**src/rtl/core/dobss_pkg.sv**
```systemverilog
// Shared types, constants and register codes for the DAC offset servo.
`timescale 1ns / 1ps

package dobss_pkg;

  localparam int CHANNELS_DEF = 8;
  localparam int STEPS_DEF    = 11;

  localparam int CHAN_W      = 3;
  localparam int SAMPLE_W    = 16;
  localparam int CODE_W      = 12;
  localparam int STEP_IDX_W  = 4;
  localparam int STEP_SIZE_W = 11;
  localparam int CFG_IDX_W   = 3;
  localparam int CFG_DATA_W  = 16;

  localparam logic [STEP_SIZE_W-1:0] FIRST_STEP = 11'd1024;
  localparam logic [CODE_W-1:0]      CODE_MAX   = 12'd4095;
  localparam logic [CODE_W-1:0]      RESET_CODE = 12'd2048;

  localparam logic [SAMPLE_W-1:0] SETTLED_UPPER_RST   = 16'd65000;
  localparam logic [SAMPLE_W-1:0] SETTLED_LOWER_RST   = 16'd500;
  localparam logic [SAMPLE_W-1:0] SLEW_DONE_UPPER_RST = 16'd40000;
  localparam logic [SAMPLE_W-1:0] SLEW_DONE_LOWER_RST = 16'd26000;
  localparam logic [SAMPLE_W-1:0] MID_LEVEL_RST       = 16'd32768;

  typedef enum logic {
    CMD_SAMPLE   = 1'b0,
    CMD_OVERRIDE = 1'b1
  } cmd_e;

  typedef enum logic [CFG_IDX_W-1:0] {
    REG_SETTLED_UPPER   = 3'd0,
    REG_SETTLED_LOWER   = 3'd1,
    REG_SLEW_DONE_UPPER = 3'd2,
    REG_SLEW_DONE_LOWER = 3'd3,
    REG_MID_LEVEL       = 3'd4,
    REG_START_CODE      = 3'd5
  } cfg_reg_e;

  typedef struct packed {
    logic [SAMPLE_W-1:0] settled_upper;
    logic [SAMPLE_W-1:0] settled_lower;
    logic [SAMPLE_W-1:0] slew_done_upper;
    logic [SAMPLE_W-1:0] slew_done_lower;
    logic [SAMPLE_W-1:0] mid_level;
    logic [CODE_W-1:0]   start_code;
  } cfg_t;

  typedef struct packed {
    logic                  slew;
    logic [STEP_IDX_W-1:0] step;
    logic [CODE_W-1:0]     code;
  } chan_state_t;

endpackage

```
**src/rtl/core/dobss_chan_update.sv**
```systemverilog
// Next-state logic for one channel: binary slew step, settle, restart, override.
`timescale 1ns / 1ps

module dobss_chan_update #(
  parameter int STEPS = dobss_pkg::STEPS_DEF
) (
  input  dobss_pkg::cfg_t                      cfg_i,
  input  dobss_pkg::chan_state_t               cur_i,
  input  logic                                 cmd_i,
  input  logic [dobss_pkg::SAMPLE_W-1:0]       sample_i,
  input  logic [dobss_pkg::CODE_W-1:0]         override_code_i,
  output dobss_pkg::chan_state_t               nxt_o
);
  import dobss_pkg::*;

  logic                   out_slew_win;
  logic                   out_settled_win;
  logic [STEP_SIZE_W-1:0] step_size;
  logic [CODE_W:0]        code_up;
  logic [CODE_W-1:0]      code_stepped;
  chan_state_t            restart_st;
  chan_state_t            settle_st;

  assign out_slew_win    = (sample_i >= cfg_i.slew_done_upper) ||
                           (sample_i <= cfg_i.slew_done_lower);
  assign out_settled_win = (sample_i >= cfg_i.settled_upper) ||
                           (sample_i <= cfg_i.settled_lower);

  assign step_size = FIRST_STEP >> cur_i.step;
  assign code_up   = {1'b0, cur_i.code} + {2'b00, step_size};

  // Saturate the stepped code to the DAC range.
  always_comb begin
    if (sample_i >= cfg_i.mid_level) begin
      if ({1'b0, cur_i.code} < {2'b00, step_size}) begin
        code_stepped = '0;
      end else begin
        code_stepped = cur_i.code - {1'b0, step_size};
      end
    end else if (code_up > {1'b0, CODE_MAX}) begin
      code_stepped = CODE_MAX;
    end else begin
      code_stepped = code_up[CODE_W-1:0];
    end
  end

  assign restart_st = '{slew: 1'b1, step: '0, code: cfg_i.start_code};
  assign settle_st  = '{slew: 1'b0, step: '0, code: cur_i.code};

  always_comb begin
    nxt_o = cur_i;
    if (cmd_e'(cmd_i) == CMD_OVERRIDE) begin
      nxt_o.code = override_code_i;
    end else if (!cur_i.slew) begin
      if (out_settled_win) begin
        nxt_o = restart_st;
      end
    end else if (int'(cur_i.step) >= STEPS) begin
      nxt_o = out_slew_win ? restart_st : settle_st;
    end else if (out_slew_win) begin
      nxt_o.code = code_stepped;
      nxt_o.step = cur_i.step + 1'b1;
    end else begin
      nxt_o = settle_st;
    end
  end

endmodule

```
**src/rtl/core/dac_offset_binary_slew_servo.sv**
```systemverilog
// Top level of the per-channel binary-slew DAC offset servo.
//
//   channel | handshake               | payload
//   --------+-------------------------+--------------------------------------------
//   in      | in_valid_i / in_ready_o | cmd_i, channel_i, sample_i, override_code_i
//   out     | out_valid_o/out_ready_i | out_channel_o, dac_code_o, slewing_o
//   cfg     | cfg_valid_i/cfg_ready_o | cfg_index_i, cfg_data_i (always ready)
//
// One beat per cycle unless the output stalls; a beat moves from the input register
// to the result register. The channel state flops are updated on the same edge that
// loads the result register, so beats for the same channel may follow each other in
// every cycle. Reset puts every channel into slewing at code 2048 with step count
// zero and loads the default thresholds. A stalled output holds its beat; the input
// register still drains into the result register once that beat is taken.
`timescale 1ns / 1ps

module dac_offset_binary_slew_servo #(
  parameter int CHANNELS = dobss_pkg::CHANNELS_DEF,
  parameter int STEPS    = dobss_pkg::STEPS_DEF
) (
  input  logic                               clk_i,
  input  logic                               rst_ni,
  input  logic                               in_valid_i,
  output logic                               in_ready_o,
  input  logic                               cmd_i,
  input  logic [dobss_pkg::CHAN_W-1:0]       channel_i,
  input  logic [dobss_pkg::SAMPLE_W-1:0]     sample_i,
  input  logic [dobss_pkg::CODE_W-1:0]       override_code_i,
  output logic                               out_valid_o,
  input  logic                               out_ready_i,
  output logic [dobss_pkg::CHAN_W-1:0]       out_channel_o,
  output logic [dobss_pkg::CODE_W-1:0]       dac_code_o,
  output logic                               slewing_o,
  input  logic                               cfg_valid_i,
  output logic                               cfg_ready_o,
  input  logic [dobss_pkg::CFG_IDX_W-1:0]    cfg_index_i,
  input  logic [dobss_pkg::CFG_DATA_W-1:0]   cfg_data_i
);
  import dobss_pkg::*;

  localparam int IdxW = (CHANNELS > 1) ? $clog2(CHANNELS) : 1;

  cfg_t cfg_q;

  logic                  s1_valid_q;
  logic                  s1_cmd_q;
  logic [CHAN_W-1:0]     s1_ch_q;
  logic [SAMPLE_W-1:0]   s1_sample_q;
  logic [CODE_W-1:0]     s1_ov_q;

  logic                  out_valid_q;
  logic [CHAN_W-1:0]     out_ch_q;
  logic [CODE_W-1:0]     out_code_q;
  logic                  out_slew_q;

  logic                  slew_q [CHANNELS];
  logic [STEP_IDX_W-1:0] step_q [CHANNELS];
  logic [CODE_W-1:0]     code_q [CHANNELS];

  logic                  s1_advance;
  logic                  s1_fire;
  logic                  ch_ok;
  logic [IdxW-1:0]       idx;
  chan_state_t           cur_st;
  chan_state_t           nxt_st;

  // Configuration registers.
  assign cfg_ready_o = 1'b1;

  always_ff @(posedge clk_i or negedge rst_ni) begin
    if (!rst_ni) begin
      cfg_q.settled_upper   <= SETTLED_UPPER_RST;
      cfg_q.settled_lower   <= SETTLED_LOWER_RST;
      cfg_q.slew_done_upper <= SLEW_DONE_UPPER_RST;
      cfg_q.slew_done_lower <= SLEW_DONE_LOWER_RST;
      cfg_q.mid_level       <= MID_LEVEL_RST;
      cfg_q.start_code      <= RESET_CODE;
    end else if (cfg_valid_i && cfg_ready_o) begin
      unique case (cfg_reg_e'(cfg_index_i))
        REG_SETTLED_UPPER:   cfg_q.settled_upper   <= cfg_data_i;
        REG_SETTLED_LOWER:   cfg_q.settled_lower   <= cfg_data_i;
        REG_SLEW_DONE_UPPER: cfg_q.slew_done_upper <= cfg_data_i;
        REG_SLEW_DONE_LOWER: cfg_q.slew_done_lower <= cfg_data_i;
        REG_MID_LEVEL:       cfg_q.mid_level       <= cfg_data_i;
        REG_START_CODE:      cfg_q.start_code      <= cfg_data_i[CODE_W-1:0];
        default: ;
      endcase
    end
  end

  // Handshake: stage 1 moves on when the result register is empty or drains.
  assign s1_advance = !out_valid_q || out_ready_i;
  assign s1_fire    = s1_valid_q && s1_advance;
  assign in_ready_o = !s1_valid_q || s1_advance;

  always_ff @(posedge clk_i or negedge rst_ni) begin
    if (!rst_ni) begin
      s1_valid_q <= 1'b0;
    end else if (in_ready_o) begin
      s1_valid_q <= in_valid_i;
    end
  end

  always_ff @(posedge clk_i) begin
    if (in_valid_i && in_ready_o) begin
      s1_cmd_q    <= cmd_i;
      s1_ch_q     <= channel_i;
      s1_sample_q <= sample_i;
      s1_ov_q     <= override_code_i;
    end
  end

  // Channel lookup; channels beyond the configured count are ignored.
  assign ch_ok = int'(s1_ch_q) < CHANNELS;
  assign idx   = IdxW'(s1_ch_q);

  assign cur_st = '{slew: slew_q[idx], step: step_q[idx], code: code_q[idx]};

  dobss_chan_update #(
    .STEPS(STEPS)
  ) u_update (
    .cfg_i           (cfg_q),
    .cur_i           (cur_st),
    .cmd_i           (s1_cmd_q),
    .sample_i        (s1_sample_q),
    .override_code_i (s1_ov_q),
    .nxt_o           (nxt_st)
  );

  always_ff @(posedge clk_i or negedge rst_ni) begin
    if (!rst_ni) begin
      for (int i = 0; i < CHANNELS; i++) begin
        slew_q[i] <= 1'b1;
        step_q[i] <= '0;
        code_q[i] <= RESET_CODE;
      end
    end else if (s1_fire && ch_ok) begin
      slew_q[idx] <= nxt_st.slew;
      step_q[idx] <= nxt_st.step;
      code_q[idx] <= nxt_st.code;
    end
  end

  // Result register.
  always_ff @(posedge clk_i or negedge rst_ni) begin
    if (!rst_ni) begin
      out_valid_q <= 1'b0;
    end else if (s1_advance) begin
      out_valid_q <= s1_valid_q;
    end
  end

  always_ff @(posedge clk_i) begin
    if (s1_fire) begin
      out_ch_q   <= s1_ch_q;
      out_code_q <= ch_ok ? nxt_st.code : '0;
      out_slew_q <= ch_ok ? nxt_st.slew : 1'b0;
    end
  end

  assign out_valid_o   = out_valid_q;
  assign out_channel_o = out_ch_q;
  assign dac_code_o    = out_code_q;
  assign slewing_o     = out_slew_q;

endmodule

```
**config.mk**
```make
export PLATFORM = sky130hd
export DESIGN_NAME = dac_offset_binary_slew_servo
export DESIGN_NICKNAME = d
export VERILOG_FILES = /design/src/rtl/core/dobss_pkg.sv /design/src/rtl/core/dobss_chan_update.sv /design/src/rtl/core/dac_offset_binary_slew_servo.sv
export SDC_FILE = /design/constraint.sdc
export NUM_CORES = 1
export LEC_CHECK = 0
export ABC_CLOCK_PERIOD_IN_PS = 4970
export BUFFER_PORTS_ARGS = -buffer_cell sky130_fd_sc_hd__buf_2
export CORE_UTILIZATION = 40
export DETAILED_ROUTE_END_ITERATION = 8
export PLACE_DENSITY_LB_ADDON = 0.12
export SYNTH_ARGS = -nofsm -noshare
export SYNTH_HDL_FRONTEND = slang
export SYNTH_SLANG_ARGS = --single-unit
```
**constraint.sdc**
```tcl
create_clock -name clk_i -period 4.97 [get_ports clk_i]
set_input_delay 0.7455 -clock clk_i [delete_from_list [all_inputs] [get_ports clk_i]]
set_output_delay 0.7455 -clock clk_i [all_outputs]
set_load 0.05 [all_outputs]
```
* Yosys cells after proc, flatten, opt, wreduce, memory -nomap -nowiden
Cells that the tools add are included.
** Operators by class
- Add/sub/neg operators :: 3
- Order comparisons :: 10
- Eq/ne operators :: 5
- Shift operators :: 1
- Muxes and demuxes :: 29
- Bitwise operators :: 1
- Reduce and logical (&&, ||, !) cells :: 16
** Operator list (count)
- bitwise mux 96 bit :: 1
- two-way mux 12 bit :: 7
- two-way mux 17 bit :: 4
- greater-or-equal comparator 16 bit :: 3
- binary-select mux 12 bit (select 3 bit) :: 1
- demux 12 bit (select 3 bit) :: 1
- bitwise mux 32 bit :: 1
- less-or-equal comparator 16 bit :: 2
- two-way mux 16 bit :: 1
- adder 12 x 11 -> 13 bit :: 1
- greater-than comparator 13 x 12 -> 1 bit, second input constant :: 1
- binary-select mux 4 bit (select 3 bit) :: 1
- demux 4 bit (select 3 bit) :: 1
- < comparator 12 x 11 -> 1 bit :: 1
- two-way mux 4 bit :: 3
- AND reduction 2 bit :: 6
- subtractor 12 x 11 -> 12 bit :: 1
- right shift 11 x 4 -> 11 bit, first input constant :: 1
- bitwise mux 8 bit :: 1
- greater-or-equal comparator 4 bit, second input constant :: 2
- == test 3 x 2 -> 1 bit, second input constant :: 2
- == test 3 bit, second input constant :: 2
- two-way mux 5 bit :: 1
- adder 4 x 1 -> 4 bit, second input constant :: 1
- other kinds (10) :: 19
** Storage, ports and cells
- Bits in registers :: 278
- Input port bits :: 56
- Output and inout port bits :: 19
- Word-level logic and storage cells :: 104

* Longest topological paths before layout
Gate-level depths: netlist (run 1).
- Depth after elaboration :: 14
- Gate-level depth with buffers :: 22
- Depth with buffers taken out :: 18

* Cells and area by module
Synthesis (run 1) repeated with hierarchy kept, for this count alone.
** Second synthesis, totals
- Cells, all modules :: 1237
- Area, all modules :: 15573.7 µm²
** By module, submodules not included
- dac_offset_binary_slew_servo :: instances 1, cells each 621, area each 11278.3 µm², seq. area each 7254.5 µm²
- dobss_chan_update :: instances 1, cells each 616, area each 4295.4 µm², seq. area each 0.0 µm²

* Worst setup path after synthesis (run 1)
No wires, ideal clock.
- Path type :: register to register
- Start :: reg s1_ch_q[2] (netlist: idx[2])
- End :: reg out_code_q[6] (netlist: dac_code_o[6]), data pin
- Library setup time :: 0.269 ns
- Data arrival time :: 4.527 ns
- Required time :: 4.701 ns
- Setup slack :: 0.174 ns
- Cell stages (with the launch flop) :: 21
- Buffers on the path :: 4
- Clock period less this slack :: 4.796 ns
- Path through :: edfxtp_1 -> buf_2 -> buf_2 -> buf_2 -> mux2i_1 -> nor2_1 -> a21oi_1 -> o221ai_1 -> ha_1 -> ha_1 -> and2_1 -> ha_1 -> clkbuf_1 -> nand3_1 -> nor2_1 -> a21o_1 -> o311ai_2 -> o31ai_1 -> a2111o_1 -> a221oi_4 -> nor2b_1
** RTL lines
- from (decl) :: line dac_offset_binary_slew_servo.sv:47 : logic [CHAN_W-1:0] s1_ch_q;
- from (signal assigned) :: line dac_offset_binary_slew_servo.sv:107 : s1_ch_q <= channel_i;
- to (signal assigned) :: line dac_offset_binary_slew_servo.sv:156 : out_code_q <= ch_ok ? nxt_st.code : '0;
- to (decl) :: line dac_offset_binary_slew_servo.sv:53 : logic [CODE_W-1:0] out_code_q;

==> results of run 1 <==
report_power, final:
group	switching (uW)	internal, uW
clock	1020	1480
sequential	341	3080
combinational	2090	1480
sequential cells by signal, indices dropped and copies added (netlist names):
| name | cells |
|---|---|
| code_q | 96 |
| cfg_q | 92 |
| step_q | 32 |
| s1_sample_q | 16 |
| dac_code_o | 12 |
| s1_ov_q | 12 |
| slew_q | 8 |
| idx | 3 |
| out_channel_o | 3 |
| out_valid_o | 1 |
| s1_cmd_q | 1 |
| s1_valid_q | 1 |
| slewing_o | 1 |
stage by stage:
step	worst slack [ns]	hold WS (ns)
final	0.1342	0.2702
after global routing	-0.02949	0.3328
after CTS	0.03156	0.3395
after detailed placement	0.08404	0.4753
after global placement	0.1304	0.4649
after floorplan	0.1738	0.4206
final timing paths:
| check | from | endpoint |
|---|---|---|
| worst max register to register | idx[2] | code_q[10] |
| worst max-delay path | idx[2] | code_q[10] |
| min in group clk_i | sample_i[5] | s1_sample_q[5] |
| worst min register to register | code_q[14] | code_q[14] |
| max in group asynchronous | rst_ni | cfg_q[47] |
| worst min-delay path | rst_ni | cfg_q[73] |
layer usage:
| layer | share of wire (%) | GRT usage [%] |
|---|---|---|
| met5 | 0 | 0 |
| met2 | 43 | 34.72 |
| met3 | 4.8 | 4.222 |
| met1 | 51 | 37.79 |
| met4 | 1.4 | 4.758 |
cells by family after synthesis:
family | share of synthesized area (%)
buf+inv | 4.686
compound gates | 15.47
flops | 46.92
xor+xnor | 0.5665
mux | 12.05
other cells | 0.02425
simple gates | 11.28
fa+ha+maj | 8.999
cells in the final DEF, fill, tap and decap left out, types with 7 or more instances in the layout:
master	n
sky130_fd_sc_hd__a21o_1	11
sky130_fd_sc_hd__nand2b_1	16
sky130_fd_sc_hd__buf_2	72
sky130_fd_sc_hd__dfrtp_1	184
sky130_fd_sc_hd__o31ai_1	7
sky130_fd_sc_hd__o21ai_1	33
sky130_fd_sc_hd__nand2_1	151
sky130_fd_sc_hd__mux4_2	12
sky130_fd_sc_hd__edfxtp_1	48
sky130_fd_sc_hd__and2_1	8
sky130_fd_sc_hd__nand4_1	12
sky130_fd_sc_hd__o21a_1	13
sky130_fd_sc_hd__and3_1	13
sky130_fd_sc_hd__mux2i_1	17
sky130_fd_sc_hd__o2111ai_1	8
sky130_fd_sc_hd__clkbuf_16	35
sky130_fd_sc_hd__clkbuf_1	7
sky130_fd_sc_hd__clkinv_2	7
sky130_fd_sc_hd__mux2_2	123
sky130_fd_sc_hd__nor2b_1	11
sky130_fd_sc_hd__o22ai_1	18
sky130_fd_sc_hd__ha_1	107
sky130_fd_sc_hd__buf_4	60
sky130_fd_sc_hd__o221ai_1	12
sky130_fd_sc_hd__a211oi_1	11
sky130_fd_sc_hd__nor3_1	23
sky130_fd_sc_hd__inv_1	120
sky130_fd_sc_hd__a21oi_1	59
sky130_fd_sc_hd__o21ai_0	79
sky130_fd_sc_hd__a31oi_1	25
sky130_fd_sc_hd__xnor2_1	9
sky130_fd_sc_hd__nor2_1	80
sky130_fd_sc_hd__clkbuf_8	8
sky130_fd_sc_hd__dfstp_2	46
sky130_fd_sc_hd__nand3_1	18
layout make-up:
cell class	instances	share of cell area [%]
Inverter	126	2.616
Clock buffer	50	5.599
Sequential cell	278	40.12
Clock inverter	12	0.6021
Multi-Input combinational cell	1002	42.29
Timing Repair Buffer	139	5.232
Tap cell	511	3.536
repair_timing:
| action | CTS | global route |
|---|---|---|
| endpoints found under the setup margin | 0 | 62 |
| buffers inserted | 0 | 4 |
| resized for setup | 0 | 15 |
==> metrics.txt, run 1 <==
# TYPE chip_impl_metric gauge
chip_impl_metric{name="post-route-cell-area",unit="mm2"} 0.01808
chip_impl_metric{name="placed_cells",unit=""} 2051
chip_impl_metric{name="stdcell_count",unit=""} 2118
chip_impl_metric{name="final_period_util",unit="%"} 97.30
chip_impl_info{name="cts_root_buf",value="sky130_fd_sc_hd__clkbuf_16"} 1
chip_impl_info{name="timing.critical_path.max_delay_family",value="compound AO/OA/AOI/OAI gates"} 1
chip_impl_metric{name="layout-drive-gt1-share",unit="%"} 26.76
chip_impl_metric{name="final_max_slew_viol_count",unit=""} 0
chip_impl_metric{name="tritoncts_num_sinks",unit=""} 278
chip_impl_metric{name="setup_viol",unit=""} 0
chip_impl_info{name="synth_common_cells",value="184 x sky130_fd_sc_hd__dfrtp_1, 151 x sky130_fd_sc_hd__nand2_1, 123 x sky130_fd_sc_hd__mux2_2"} 1
chip_impl_info{name="setup.worst_path.end_class",value="register"} 1
chip_impl_metric{name="die_h",unit="um"} 198.6
chip_impl_metric{name="worst_path_arrival",unit="ns"} 5.26
chip_impl_info{name="cts_tree",value="built"} 1
chip_impl_metric{name="die_width",unit="um"} 198.6
chip_impl_metric{name="numPortBuffers",unit=""} 73
chip_impl_metric{name="total_power_divided_by_cell_area",unit="mW/mm2"} 525.6
chip_impl_metric{name="antenna_left",unit=""} 0
chip_impl_metric{name="synth_sequential_area_ratio",unit="%"} 46.92
chip_impl_metric{name="drt_iter0_markers",unit=""} 832
chip_impl_metric{name="setup.reg_to_reg.worst_slack",unit="ns"} 0.13
chip_impl_metric{name="slew-limit-headroom",unit="%"} 27.93
chip_impl_metric{name="cts-root-to-sink-buffers",unit=""} 3
chip_impl_metric{name="number_of_global_route_vias_before_repair",unit=""} 11420
chip_impl_metric{name="dpl_cell_area",unit="mm2"} 0.01679
chip_impl_info{name="synth_top_cells_by_area",value="sky130_fd_sc_hd__dfrtp_1 30%, sky130_fd_sc_hd__edfxtp_1 9.3%, sky130_fd_sc_hd__mux2_2 9.0%, sky130_fd_sc_hd__ha_1 8.7%, sky130_fd_sc_hd__dfstp_2 7.8%"} 1
chip_impl_metric{name="nets",unit=""} 1747
chip_impl_metric{name="post-route-min-period",unit="ns"} 4.836
chip_impl_metric{name="ys_types",unit=""} 93
chip_impl_metric{name="tightest_slew",unit="ns"} 1.075
chip_impl_info{name="timing.critical_path.from_type",value="register"} 1
chip_impl_metric{name="floorplan.initialDensity",unit="%"} 40.85
chip_impl_metric{name="number_of_enable_type_register_cells_in_the_synthesized_netlist",unit=""} 48
chip_impl_info{name="worst_hold_path_type",value="primary input to async pin"} 1
chip_impl_info{name="timing.critical_path.cells",value="buf_12 -> inv_2 -> nor2_1 -> a22oi_1 -> o221ai_1 -> buf_4 -> inv_1 -> ha_1 -> and2_1 -> ha_1 -> inv_1 -> fa_1 -> nand2b_1 -> a21oi_2 -> a211oi_1 -> or3_1 -> a31o_1 -> o211ai_1 -> buf_4 -> o221ai_4 -> mux2_2"} 1
chip_impl_metric{name="ff2ff_path_depth",unit=""} 21
chip_impl_metric{name="post-route-util",unit="%"} 47.77
chip_impl_metric{name="total_power",unit="uW"} 9503
chip_impl_metric{name="register_area",unit="mm2"} 0.007254
chip_impl_metric{name="detailroute.via_count",unit=""} 11820
chip_impl_metric{name="filler_cell_count",unit=""} 3602
chip_impl_metric{name="grt_remaining_overflow",unit=""} 0
chip_impl_metric{name="number_of_optimization_iterations_in_the_first_detailed_route_pass",unit=""} 4
chip_impl_metric{name="core_area",unit="mm2"} 0.03784
chip_impl_metric{name="syn_inst",unit=""} 1465
chip_impl_metric{name="final_antenna_diode_count",unit=""} 0
chip_impl_metric{name="design.portCount",unit=""} 75
chip_impl_info{name="synth_top_flop_cell",value="sky130_fd_sc_hd__dfrtp_1"} 1
chip_impl_metric{name="clock_latency",unit="ns"} 0.55
chip_impl_metric{name="avgViaCountPerCell",unit=""} 5.583
chip_impl_metric{name="timing.setup.tns",unit="ns"} 0
chip_impl_metric{name="global_route.usage.total",unit="%"} 24.22
chip_impl_metric{name="critical_path_depth",unit=""} 21
chip_impl_metric{name="multi_input_comb_area",unit="mm2"} 0.007646
chip_impl_metric{name="grt_max_degree",unit=""} 122
chip_impl_info{name="post-synth-top-count-cell",value="sky130_fd_sc_hd__dfrtp_1"} 1
chip_impl_metric{name="syn-num-nets",unit=""} 1631
chip_impl_info{name="critPathSlowestCell",value="sky130_fd_sc_hd__edfxtp_1"} 1
chip_impl_metric{name="row_count",unit=""} 71
chip_impl_metric{name="lkg_pwr",unit="uW"} 0.007805
chip_impl_metric{name="number_of_h_tree_levels",unit=""} 2
chip_impl_metric{name="critical_path.max_stage_delay",unit="ns"} 0.41
chip_impl_metric{name="critical_path.n_buffers_inverters",unit=""} 6
chip_impl_metric{name="die-area",unit="mm2"} 0.03944
chip_impl_info{name="run_status",value="finished, final reports clean"} 1
chip_impl_metric{name="post_synthesis_cell_area",unit="mm2"} 0.01546
chip_impl_metric{name="detailed_place_hpwl",unit="um"} 32610
chip_impl_metric{name="finalWirelength",unit="um"} 46390
chip_impl_metric{name="remaining_drc_errors",unit=""} 0
chip_impl_metric{name="area_growth",unit="%"} 16.94
chip_impl_metric{name="ys_async_sr_fraction",unit="%"} 82.73
chip_impl_metric{name="grt_antenna_before_repair",unit=""} 1
chip_impl_metric{name="postCtsHoldBufs",unit=""} 0
chip_impl_metric{name="cap_viol_max_count",unit=""} 0
chip_impl_metric{name="timing.clock.skew",unit="ns"} 0.02701
chip_impl_info{name="post-synth-top-area-cell",value="sky130_fd_sc_hd__dfrtp_1"} 1
chip_impl_info{name="category_of_the_critical_setup_timing_path",value="register to register"} 1
chip_impl_metric{name="vdd_ir_drop_max",unit="mV"} 0.3221
chip_impl_metric{name="gpl.final_weighted_congestion",unit=""} 0.9274
chip_impl_metric{name="cp_data_required_time",unit="ns"} 5.40
chip_impl_metric{name="synth.yosys.warnings",unit=""} 0
chip_impl_metric{name="grt_pass1_wl",unit="um"} 71180
chip_impl_metric{name="critical_path.max_fanout",unit=""} 24
chip_impl_metric{name="numCtsBuffers",unit=""} 34
chip_impl_metric{name="detail_route.wl_per_cell",unit="um"} 21.90
chip_impl_metric{name="maxClockFrequency",unit="MHz"} 206.8
chip_impl_metric{name="synth_top_cell_area_share",unit="%"} 29.78
chip_impl_metric{name="cts.clk_slew.worst_paths",unit="ns"} 0.06
chip_impl_metric{name="post_synthesis_average_cell_area",unit="um2"} 10.55
chip_impl_metric{name="hold_violation_count_in_the_final_report",unit=""} 0
chip_impl_metric{name="synth-seq-cells",unit=""} 278
Power figures use the tool's default switching activity.
==> run 2: changes to the inputs <==
Settings changed: ABC_AREA set to 1, SETUP_SLACK_MARGIN set to 0.5.
==> run 2 against run 1 <==
Effect of this change: maximum frequency rose by 12%; non-clock buffer count is 25 lower; setup slack better by 0.54 ns; synthesized cell count rose by 35%; first-iteration DRC count is 30% higher; sequential cell count did not move; largest cell class unchanged; highest routed layer unchanged.
==> metrics.txt, run 2 <==
# TYPE chip_impl_metric gauge
chip_impl_metric{name="filler_cell_count",unit=""} 3936
chip_impl_info{name="category_of_the_critical_setup_timing_path",value="register to register"} 1
chip_impl_info{name="critical_path.most_common_cell",value="sky130_fd_sc_hd__nand2_1"} 1
chip_impl_metric{name="synth_top_cell_area_share",unit="%"} 28.98
chip_impl_info{name="layout.cells.most_common_list",value="639 x sky130_fd_sc_hd__nand2_1, 212 x sky130_fd_sc_hd__inv_1, 184 x sky130_fd_sc_hd__dfrtp_1"} 1
chip_impl_metric{name="grt_antenna_before_repair",unit=""} 0
chip_impl_metric{name="slew-limit-headroom",unit="%"} 28.56
chip_impl_metric{name="die-area",unit="mm2"} 0.04052
chip_impl_metric{name="cp_data_required_time",unit="ns"} 5.25
chip_impl_metric{name="core_area",unit="mm2"} 0.03892
chip_impl_metric{name="die_width",unit="um"} 201.3
chip_impl_info{name="synth_top_flop_cell",value="sky130_fd_sc_hd__dfrtp_1"} 1
chip_impl_info{name="worst_hold_path_type",value="primary input to async pin"} 1
chip_impl_metric{name="detailroute.via_count",unit=""} 13380
chip_impl_metric{name="hold_violation_count_in_the_final_report",unit=""} 0
chip_impl_metric{name="avgViaCountPerCell",unit=""} 5.156
chip_impl_metric{name="nets",unit=""} 2218
chip_impl_metric{name="numPortBuffers",unit=""} 73
chip_impl_metric{name="remaining_drc_errors",unit=""} 0
chip_impl_metric{name="timing.clock.skew",unit="ns"} 0.02732
chip_impl_metric{name="number_of_enable_type_register_cells_in_the_synthesized_netlist",unit=""} 48
chip_impl_metric{name="final_antenna_diode_count",unit=""} 0
chip_impl_metric{name="syn-num-nets",unit=""} 2140
chip_impl_metric{name="antenna_left",unit=""} 0
chip_impl_metric{name="layout-drive-gt1-share",unit="%"} 15.60
chip_impl_metric{name="row_count",unit=""} 72
chip_impl_metric{name="grt_pass1_wl",unit="um"} 75240
chip_impl_metric{name="ff2ff_path_depth",unit=""} 30
chip_impl_metric{name="gpl.final_weighted_congestion",unit=""} 0.8631
chip_impl_info{name="reg_top3",value="code_q (96), cfg_q (92), step_q (32)"} 1
chip_impl_metric{name="detail_route.wl_per_cell",unit="um"} 18.21
chip_impl_metric{name="number_of_optimization_iterations_in_the_first_detailed_route_pass",unit=""} 5
chip_impl_info{name="synth_common_cells",value="642 x sky130_fd_sc_hd__nand2_1, 217 x sky130_fd_sc_hd__inv_1, 184 x sky130_fd_sc_hd__dfrtp_1"} 1
chip_impl_info{name="timing.critical_path.from_type",value="register"} 1
chip_impl_info{name="post-synth-top-area-cell",value="sky130_fd_sc_hd__dfrtp_1"} 1
chip_impl_info{name="critPathSlowestCell",value="sky130_fd_sc_hd__edfxtp_1"} 1
chip_impl_metric{name="maxClockFrequency",unit="MHz"} 232.6
chip_impl_info{name="post-synth-top-count-cell",value="sky130_fd_sc_hd__nand2_1"} 1
chip_impl_metric{name="clock_latency",unit="ns"} 0.54
chip_impl_metric{name="post-route-min-period",unit="ns"} 4.299
chip_impl_metric{name="final_period_util",unit="%"} 86.49
chip_impl_metric{name="tightest_slew",unit="ns"} 1.070
chip_impl_metric{name="finalWirelength",unit="um"} 47250
chip_impl_metric{name="synth-seq-cells",unit=""} 278
chip_impl_metric{name="dpl_cell_area",unit="mm2"} 0.01683
chip_impl_metric{name="worst_path_arrival",unit="ns"} 4.58
chip_impl_metric{name="grt_remaining_overflow",unit=""} 0
chip_impl_info{name="final_common_cell",value="sky130_fd_sc_hd__nand2_1"} 1
chip_impl_metric{name="detailed_place_hpwl",unit="um"} 32390
chip_impl_metric{name="post_synthesis_cell_area",unit="mm2"} 0.01589
chip_impl_metric{name="final_max_slew_viol_count",unit=""} 0
chip_impl_metric{name="global_route.usage.total",unit="%"} 23.88
chip_impl_info{name="cts_root_buf",value="sky130_fd_sc_hd__clkbuf_16"} 1
chip_impl_metric{name="cts.clk_slew.worst_paths",unit="ns"} 0.06
chip_impl_info{name="setup.worst_path.end_class",value="register"} 1
chip_impl_info{name="max_flop_register",value="code_q"} 1
chip_impl_metric{name="syn_inst",unit=""} 1974
chip_impl_metric{name="largest_register_ff_count",unit=""} 96
chip_impl_metric{name="timing.setup.tns",unit="ns"} 0
chip_impl_metric{name="tritoncts_num_sinks",unit=""} 278
chip_impl_metric{name="multi_input_comb_area",unit="mm2"} 0.007607
chip_impl_metric{name="total_power",unit="uW"} 9115
chip_impl_metric{name="number_of_global_route_vias_before_repair",unit=""} 12960
chip_impl_metric{name="cap_viol_max_count",unit=""} 0
chip_impl_metric{name="lkg_pwr",unit="uW"} 0.009022
chip_impl_metric{name="numCtsBuffers",unit=""} 34
chip_impl_metric{name="worst_hold_slack",unit="ns"} 0.3078
chip_impl_metric{name="critical_path.max_fanout",unit=""} 7
chip_impl_metric{name="design.portCount",unit=""} 75
chip_impl_info{name="synth_top_cells_by_area",value="sky130_fd_sc_hd__dfrtp_1 29%, sky130_fd_sc_hd__nand2_1 15%, sky130_fd_sc_hd__edfxtp_1 9.1%, sky130_fd_sc_hd__ha_1 8.5%, sky130_fd_sc_hd__dfstp_2 7.6%"} 1
chip_impl_info{name="cts_tree",value="built"} 1
chip_impl_metric{name="ys_async_sr_fraction",unit="%"} 82.73
chip_impl_metric{name="vdd_ir_drop_max",unit="mV"} 0.2191
chip_impl_metric{name="die_h",unit="um"} 201.3
chip_impl_info{name="run_status",value="finished, final reports clean"} 1
chip_impl_metric{name="synth_sequential_area_ratio",unit="%"} 45.66
chip_impl_metric{name="number_of_h_tree_levels",unit=""} 2
chip_impl_metric{name="grt_max_degree",unit=""} 124
chip_impl_metric{name="register_area",unit="mm2"} 0.007254
chip_impl_metric{name="total_power_divided_by_cell_area",unit="mW/mm2"} 501.9
chip_impl_metric{name="critical_path.max_stage_delay",unit="ns"} 0.42
chip_impl_metric{name="synth.yosys.warnings",unit=""} 0
chip_impl_metric{name="setup_viol",unit=""} 0
chip_impl_metric{name="cts-root-to-sink-buffers",unit=""} 3
chip_impl_metric{name="post_synthesis_average_cell_area",unit="um2"} 8.048
chip_impl_metric{name="postCtsHoldBufs",unit=""} 0
chip_impl_metric{name="area_growth",unit="%"} 14.32
chip_impl_metric{name="post-route-cell-area",unit="mm2"} 0.01816
chip_impl_metric{name="drt_iter0_markers",unit=""} 1080
chip_impl_metric{name="floorplan.initialDensity",unit="%"} 40.82
chip_impl_metric{name="ys_types",unit=""} 50
chip_impl_info{name="setup_repair_after_global_routing_missed_its_margin",value="true"} 1
-- run 2: cell types whose count changed after synthesis, sizes merged, moves of 14 or more --
cell / before / now
nand2: 151 / 656
nand3: 18 / 176
mux2: 126 / 0
inv: 125 / 230
o21ai: 114 / 146
a31oi: 27 / 4
mux2i: 17 / 0
nand2b: 16 / 0
o221ai: 14 / 0
o22ai: 18 / 32
or2: 6 / 20
-- run 2: kinds of logic (layout without fill, tap and decap cells) --
kind of cell	after synthesis	count (layout)	share of synthesized area (%)
adder cells (fa/ha/maj)	110	110	8.758
flip-flops	278	278	45.66
AND/OR/NAND/NOR	988	989	27.45
AO/OA/AOI/OAI	272	272	9.585
XOR/XNOR	14	14	0.7719
other	1	1	0.02360
buffers and inverters	311	413	7.750
-- run 2: repair_timing --
| action | 4_1_cts | 5_1_grt |
|---|---|---|
| setup endpoints to repair | 108 | 108 |
| cloned | 0 | 1 |
| gates resized for setup | 6 | 39 |
| buffers inserted | 6 | 4 |
| pin swaps | 0 | 2 |
-- run 2: critical path: cells and delay by family (launching register included) --
kind            cells  cell delay (ns)
flops               1             0.42
buf+inv             9             1.06
compound gates      2             0.29
fa+ha+maj           2             0.49
simple gates       17             1.78
-- run 2: worst paths after layout --
path	start	to	slack (ns)
worst min register to register	code_q[47]	code_q[47]	0.47
max in group asynchronous	rst_ni	code_q[35]	3.48
worst max register to register	idx[1]	dac_code_o[7]	0.67
min in group clk_i	channel_i[2]	idx[2]	0.38
worst max-delay path	idx[1]	dac_code_o[7]	0.67
worst min-delay path	rst_ni	cfg_q[18]	0.31
-- run 2: through the flow --
step | instances | utilization, % | setup WS (ns)
after floorplan | 1974 | - | 1.213
after global placement | 2523 | 43.24 | 0.2704
after detailed placement | 2523 | 43.24 | 0.1723
after CTS | 2590 | 46.10 | 0.5199
after global routing | 2595 | 46.67 | 0.4040
final | 2595 | 46.67 | 0.6715
-- run 2: layout make-up --
class	instances	area share, %
clock inverter	13	0.3582
timing repair buffer	114	3.899
tap	518	3.569
inverter	238	4.974
multi-input combinational	1386	41.89
clock buffer	48	5.367
sequential	278	39.94
-- run 2: metal layers --
layer  GRT usage (%)  routed length (um)
met1           35.60               23220
met2           35.78               20250
met3           4.082                2743
met4           5.871                1043
met5               0                   0
-- run 2: where the power goes --
group	switching, uW	internal, uW	leakage (uW)
clock network	980	1370	0.000514
registers	362	3070	0.00329
logic	2230	1110	0.00522
==> run 3: changes to the inputs <==
Settings changed: ABC_AREA 1 to 0.
==> run 3 against run 2 <==
Effect of this change: sequential power about the same; clock-buffer cell count down 1; final area up 4.3%; register-to-register slack worse by 0.21 ns; core utilization up 3.4 points; clock skew down 0.0049 ns; clock power up 5%; non-clock buffer count up 58; hold slack worse by 0.15 ns; setup slack worse by 0.21 ns; largest power group is now combinational logic; first-iteration DRC count down 22%.
==> metrics.txt, run 3 (synthesis results as in run 1) <==
# TYPE chip_impl_metric gauge
chip_impl_info{name="run_status",value="finished, final reports clean"} 1
chip_impl_metric{name="drt_iter0_markers",unit=""} 839
chip_impl_metric{name="total_power",unit="uW"} 10010
chip_impl_metric{name="number_of_optimization_iterations_in_the_first_detailed_route_pass",unit=""} 5
chip_impl_metric{name="post-route-min-period",unit="ns"} 4.504
chip_impl_info{name="max_flop_register",value="code_q"} 1
chip_impl_metric{name="setup_viol",unit=""} 0
chip_impl_metric{name="antenna_left",unit=""} 0
chip_impl_metric{name="design.portCount",unit=""} 75
chip_impl_metric{name="remaining_drc_errors",unit=""} 0
chip_impl_metric{name="critical_path.max_fanout",unit=""} 30
chip_impl_metric{name="grt_max_degree",unit=""} 109
chip_impl_metric{name="numCtsBuffers",unit=""} 34
chip_impl_info{name="reg_top3",value="code_q (96), cfg_q (92), step_q (32)"} 1
chip_impl_metric{name="combPwrFrac",unit="%"} 41.1
chip_impl_metric{name="final_antenna_diode_count",unit=""} 0
chip_impl_metric{name="detailroute.via_count",unit=""} 12110
chip_impl_metric{name="detail_route.wl_per_cell",unit="um"} 22.31
chip_impl_metric{name="finalWirelength",unit="um"} 48030
chip_impl_info{name="setup_repair_after_global_routing_missed_its_margin",value="true"} 1
chip_impl_metric{name="cap_viol_max_count",unit=""} 0
chip_impl_metric{name="maxClockFrequency",unit="MHz"} 222.0
chip_impl_metric{name="largest_register_ff_count",unit=""} 96
chip_impl_metric{name="numPortBuffers",unit=""} 73
chip_impl_info{name="category_of_the_critical_setup_timing_path",value="register to register"} 1
chip_impl_metric{name="filler_cell_count",unit=""} 3518
chip_impl_info{name="layout.cells.most_common_list",value="184 x sky130_fd_sc_hd__dfrtp_1, 147 x sky130_fd_sc_hd__nand2_1, 117 x sky130_fd_sc_hd__mux2_2"} 1
chip_impl_metric{name="layout-drive-gt1-share",unit="%"} 32.46
chip_impl_metric{name="grt_pass1_wl",unit="um"} 72110
chip_impl_metric{name="gpl.final_weighted_congestion",unit=""} 0.9602
chip_impl_metric{name="timing.setup.tns",unit="ns"} 0
chip_impl_metric{name="core_area",unit="mm2"} 0.03784
chip_impl_metric{name="timing.clock.skew",unit="ns"} 0.02239
chip_impl_metric{name="final_max_slew_viol_count",unit=""} 0
chip_impl_info{name="setup.worst_path.end_class",value="register"} 1
chip_impl_metric{name="nets",unit=""} 1783
chip_impl_info{name="worst_hold_path_type",value="primary input to async pin"} 1
chip_impl_metric{name="row_count",unit=""} 71
chip_impl_metric{name="cp_data_required_time",unit="ns"} 5.40
chip_impl_metric{name="vdd_ir_drop_max",unit="mV"} 0.2791
chip_impl_metric{name="power.sequential.fraction",unit="%"} 34.3
chip_impl_metric{name="dp_worst_setup_slack",unit="ns"} 0.2265
chip_impl_metric{name="cts.clk_slew.worst_paths",unit="ns"} 0.06
chip_impl_metric{name="global_route.usage.total",unit="%"} 24.54
chip_impl_metric{name="clock_power_share",unit="%"} 24.6
chip_impl_metric{name="detailed_place_hpwl",unit="um"} 32060
chip_impl_info{name="cts_tree",value="built"} 1
chip_impl_metric{name="total_power_divided_by_cell_area",unit="mW/mm2"} 528.4
chip_impl_metric{name="slew-limit-headroom",unit="%"} 27.01
chip_impl_info{name="timing.critical_path.from_type",value="register"} 1
chip_impl_info{name="final_common_cell",value="sky130_fd_sc_hd__dfrtp_1"} 1
chip_impl_metric{name="hold_violation_count_in_the_final_report",unit=""} 0
chip_impl_metric{name="cts-root-to-sink-buffers",unit=""} 3
chip_impl_metric{name="area_growth",unit="%"} 22.52
chip_impl_metric{name="tightest_slew",unit="ns"} 1.095
chip_impl_metric{name="grt_remaining_overflow",unit=""} 0
chip_impl_metric{name="tritoncts_num_sinks",unit=""} 278
chip_impl_metric{name="timing.final.ws_setup",unit="ns"} 0.4656
chip_impl_info{name="critical_r2r_launch",value="idx[2]"} 1
chip_impl_metric{name="die_h",unit="um"} 198.6
chip_impl_metric{name="worst_path_arrival",unit="ns"} 4.93
chip_impl_metric{name="die-area",unit="mm2"} 0.03944
chip_impl_metric{name="worst_hold_slack",unit="ns"} 0.1589
chip_impl_metric{name="switchingPower",unit="uW"} 3690
chip_impl_metric{name="setup.reg_to_reg.worst_slack",unit="ns"} 0.47
chip_impl_metric{name="clock_latency",unit="ns"} 0.56
chip_impl_metric{name="final_period_util",unit="%"} 90.63
chip_impl_metric{name="floorplan.initialDensity",unit="%"} 40.85
chip_impl_metric{name="ff2ff_path_depth",unit=""} 19
chip_impl_metric{name="die_width",unit="um"} 198.6
chip_impl_info{name="cts_root_buf",value="sky130_fd_sc_hd__clkbuf_16"} 1
chip_impl_metric{name="avgViaCountPerCell",unit=""} 5.624
chip_impl_metric{name="placed_cells",unit=""} 2047
chip_impl_metric{name="lkg_pwr",unit="uW"} 0.008054
chip_impl_metric{name="number_of_h_tree_levels",unit=""} 2
chip_impl_info{name="worstReg2RegEnd",value="code_q[9]"} 1
chip_impl_metric{name="stdcell_count",unit=""} 2153
chip_impl_metric{name="number_of_global_route_vias_before_repair",unit=""} 11870
chip_impl_metric{name="switching_share",unit="%"} 36.86
chip_impl_metric{name="grt_antenna_before_repair",unit=""} 0
chip_impl_metric{name="intPower",unit="uW"} 6320
[run 3: cell types whose count changed in the layout (fill, tap and decap cells not counted), sizes merged, moves of 23 or more]
cell	delta
buf	+56
mux2	+126
nand2	-505
o21ai	-32
inv	-104
a31oi	+23
nand3	-159
[run 3: worst max-delay path, stage by stage (launching register included)]
cell and delay, ns:
sky130_fd_sc_hd__edfxtp_1 0.46, sky130_fd_sc_hd__buf_12 0.18, sky130_fd_sc_hd__buf_4 0.14, sky130_fd_sc_hd__buf_12 0.16, sky130_fd_sc_hd__mux2_2 0.24, sky130_fd_sc_hd__o221ai_1 0.13
sky130_fd_sc_hd__o21a_1 0.15, sky130_fd_sc_hd__a21oi_1 0.48, sky130_fd_sc_hd__ha_4 0.24, sky130_fd_sc_hd__buf_6 0.13, sky130_fd_sc_hd__clkinvlp_4 0.10, sky130_fd_sc_hd__a2111o_1 0.43
sky130_fd_sc_hd__or3_1 0.33, sky130_fd_sc_hd__o211ai_1 0.12, sky130_fd_sc_hd__nor3_2 0.06, sky130_fd_sc_hd__buf_4 0.15, sky130_fd_sc_hd__o2111ai_4 0.21, sky130_fd_sc_hd__a32oi_4 0.19
sky130_fd_sc_hd__buf_6 0.18, sky130_fd_sc_hd__mux2_2 0.26
[run 3: area by class of cell]
cell class	count	area [um2]	share of cell area, %
multi-input combinational	1005	8209	43.34
sequential	278	7254	38.30
timing repair buffer	172	1269	6.697
clock buffer	47	939.7	4.960
tap	511	639.4	3.375
inverter	126	484.2	2.556
clock inverter	14	147.6	0.7794
[run 3: worst max-delay path by stage]
stage	startpoint	to	slack (ns)	depth (start not counted)
after detailed placement	idx[2]	dac_code_o[4]	0.23	18
after floorplan	idx[1]	dac_code_o[6]	0.52	19
after global placement	idx[1]	code_q[20]	0.24	16
after CTS	idx[2]	dac_code_o[4]	0.48	18
after global routing	idx[2]	code_q[80]	0.34	21
final	idx[2]	code_q[9]	0.47	19
[run 3: power groups by stage]
stage / registers [uW] / logic [uW] / clock network, uW
finish: 3440 / 4110 / 2460
global route: 3520 / 4470 / 2610
CTS: 3430 / 3580 / 2520
detailed placement: 3460 / 3370 / 0
global placement: 3460 / 3330 / 0
floorplan: 3420 / 2260 / 0
[run 3: stage by stage]
step | util, % | cell area (um2)
floorplan | - | 15490
global placement | 44.35 | 16780
detailed placement | 44.35 | 16780
CTS | 47.94 | 18140
global route | 50.06 | 18940
finish | 50.06 | 18940
[run 3: timing repair]
action,in CTS,in global routing
gates cloned,3,6
pin swaps,9,23
setup buffers,11,25
hold endpoints to repair,0,0
resized for setup,22,117
hold buffers,0,0
setup endpoints to repair,98,108
[run 3: metal layers]
metal  global-route usage [%]  vias to the layer above  share of wire, %
met5                   0.3831                        -             0.040
met4                    8.632                        2               2.4
met3                    3.696                       62               5.2
met2                    36.75                      331                44
met1                    35.88                     6084                48
li1                         -                     5630                 -
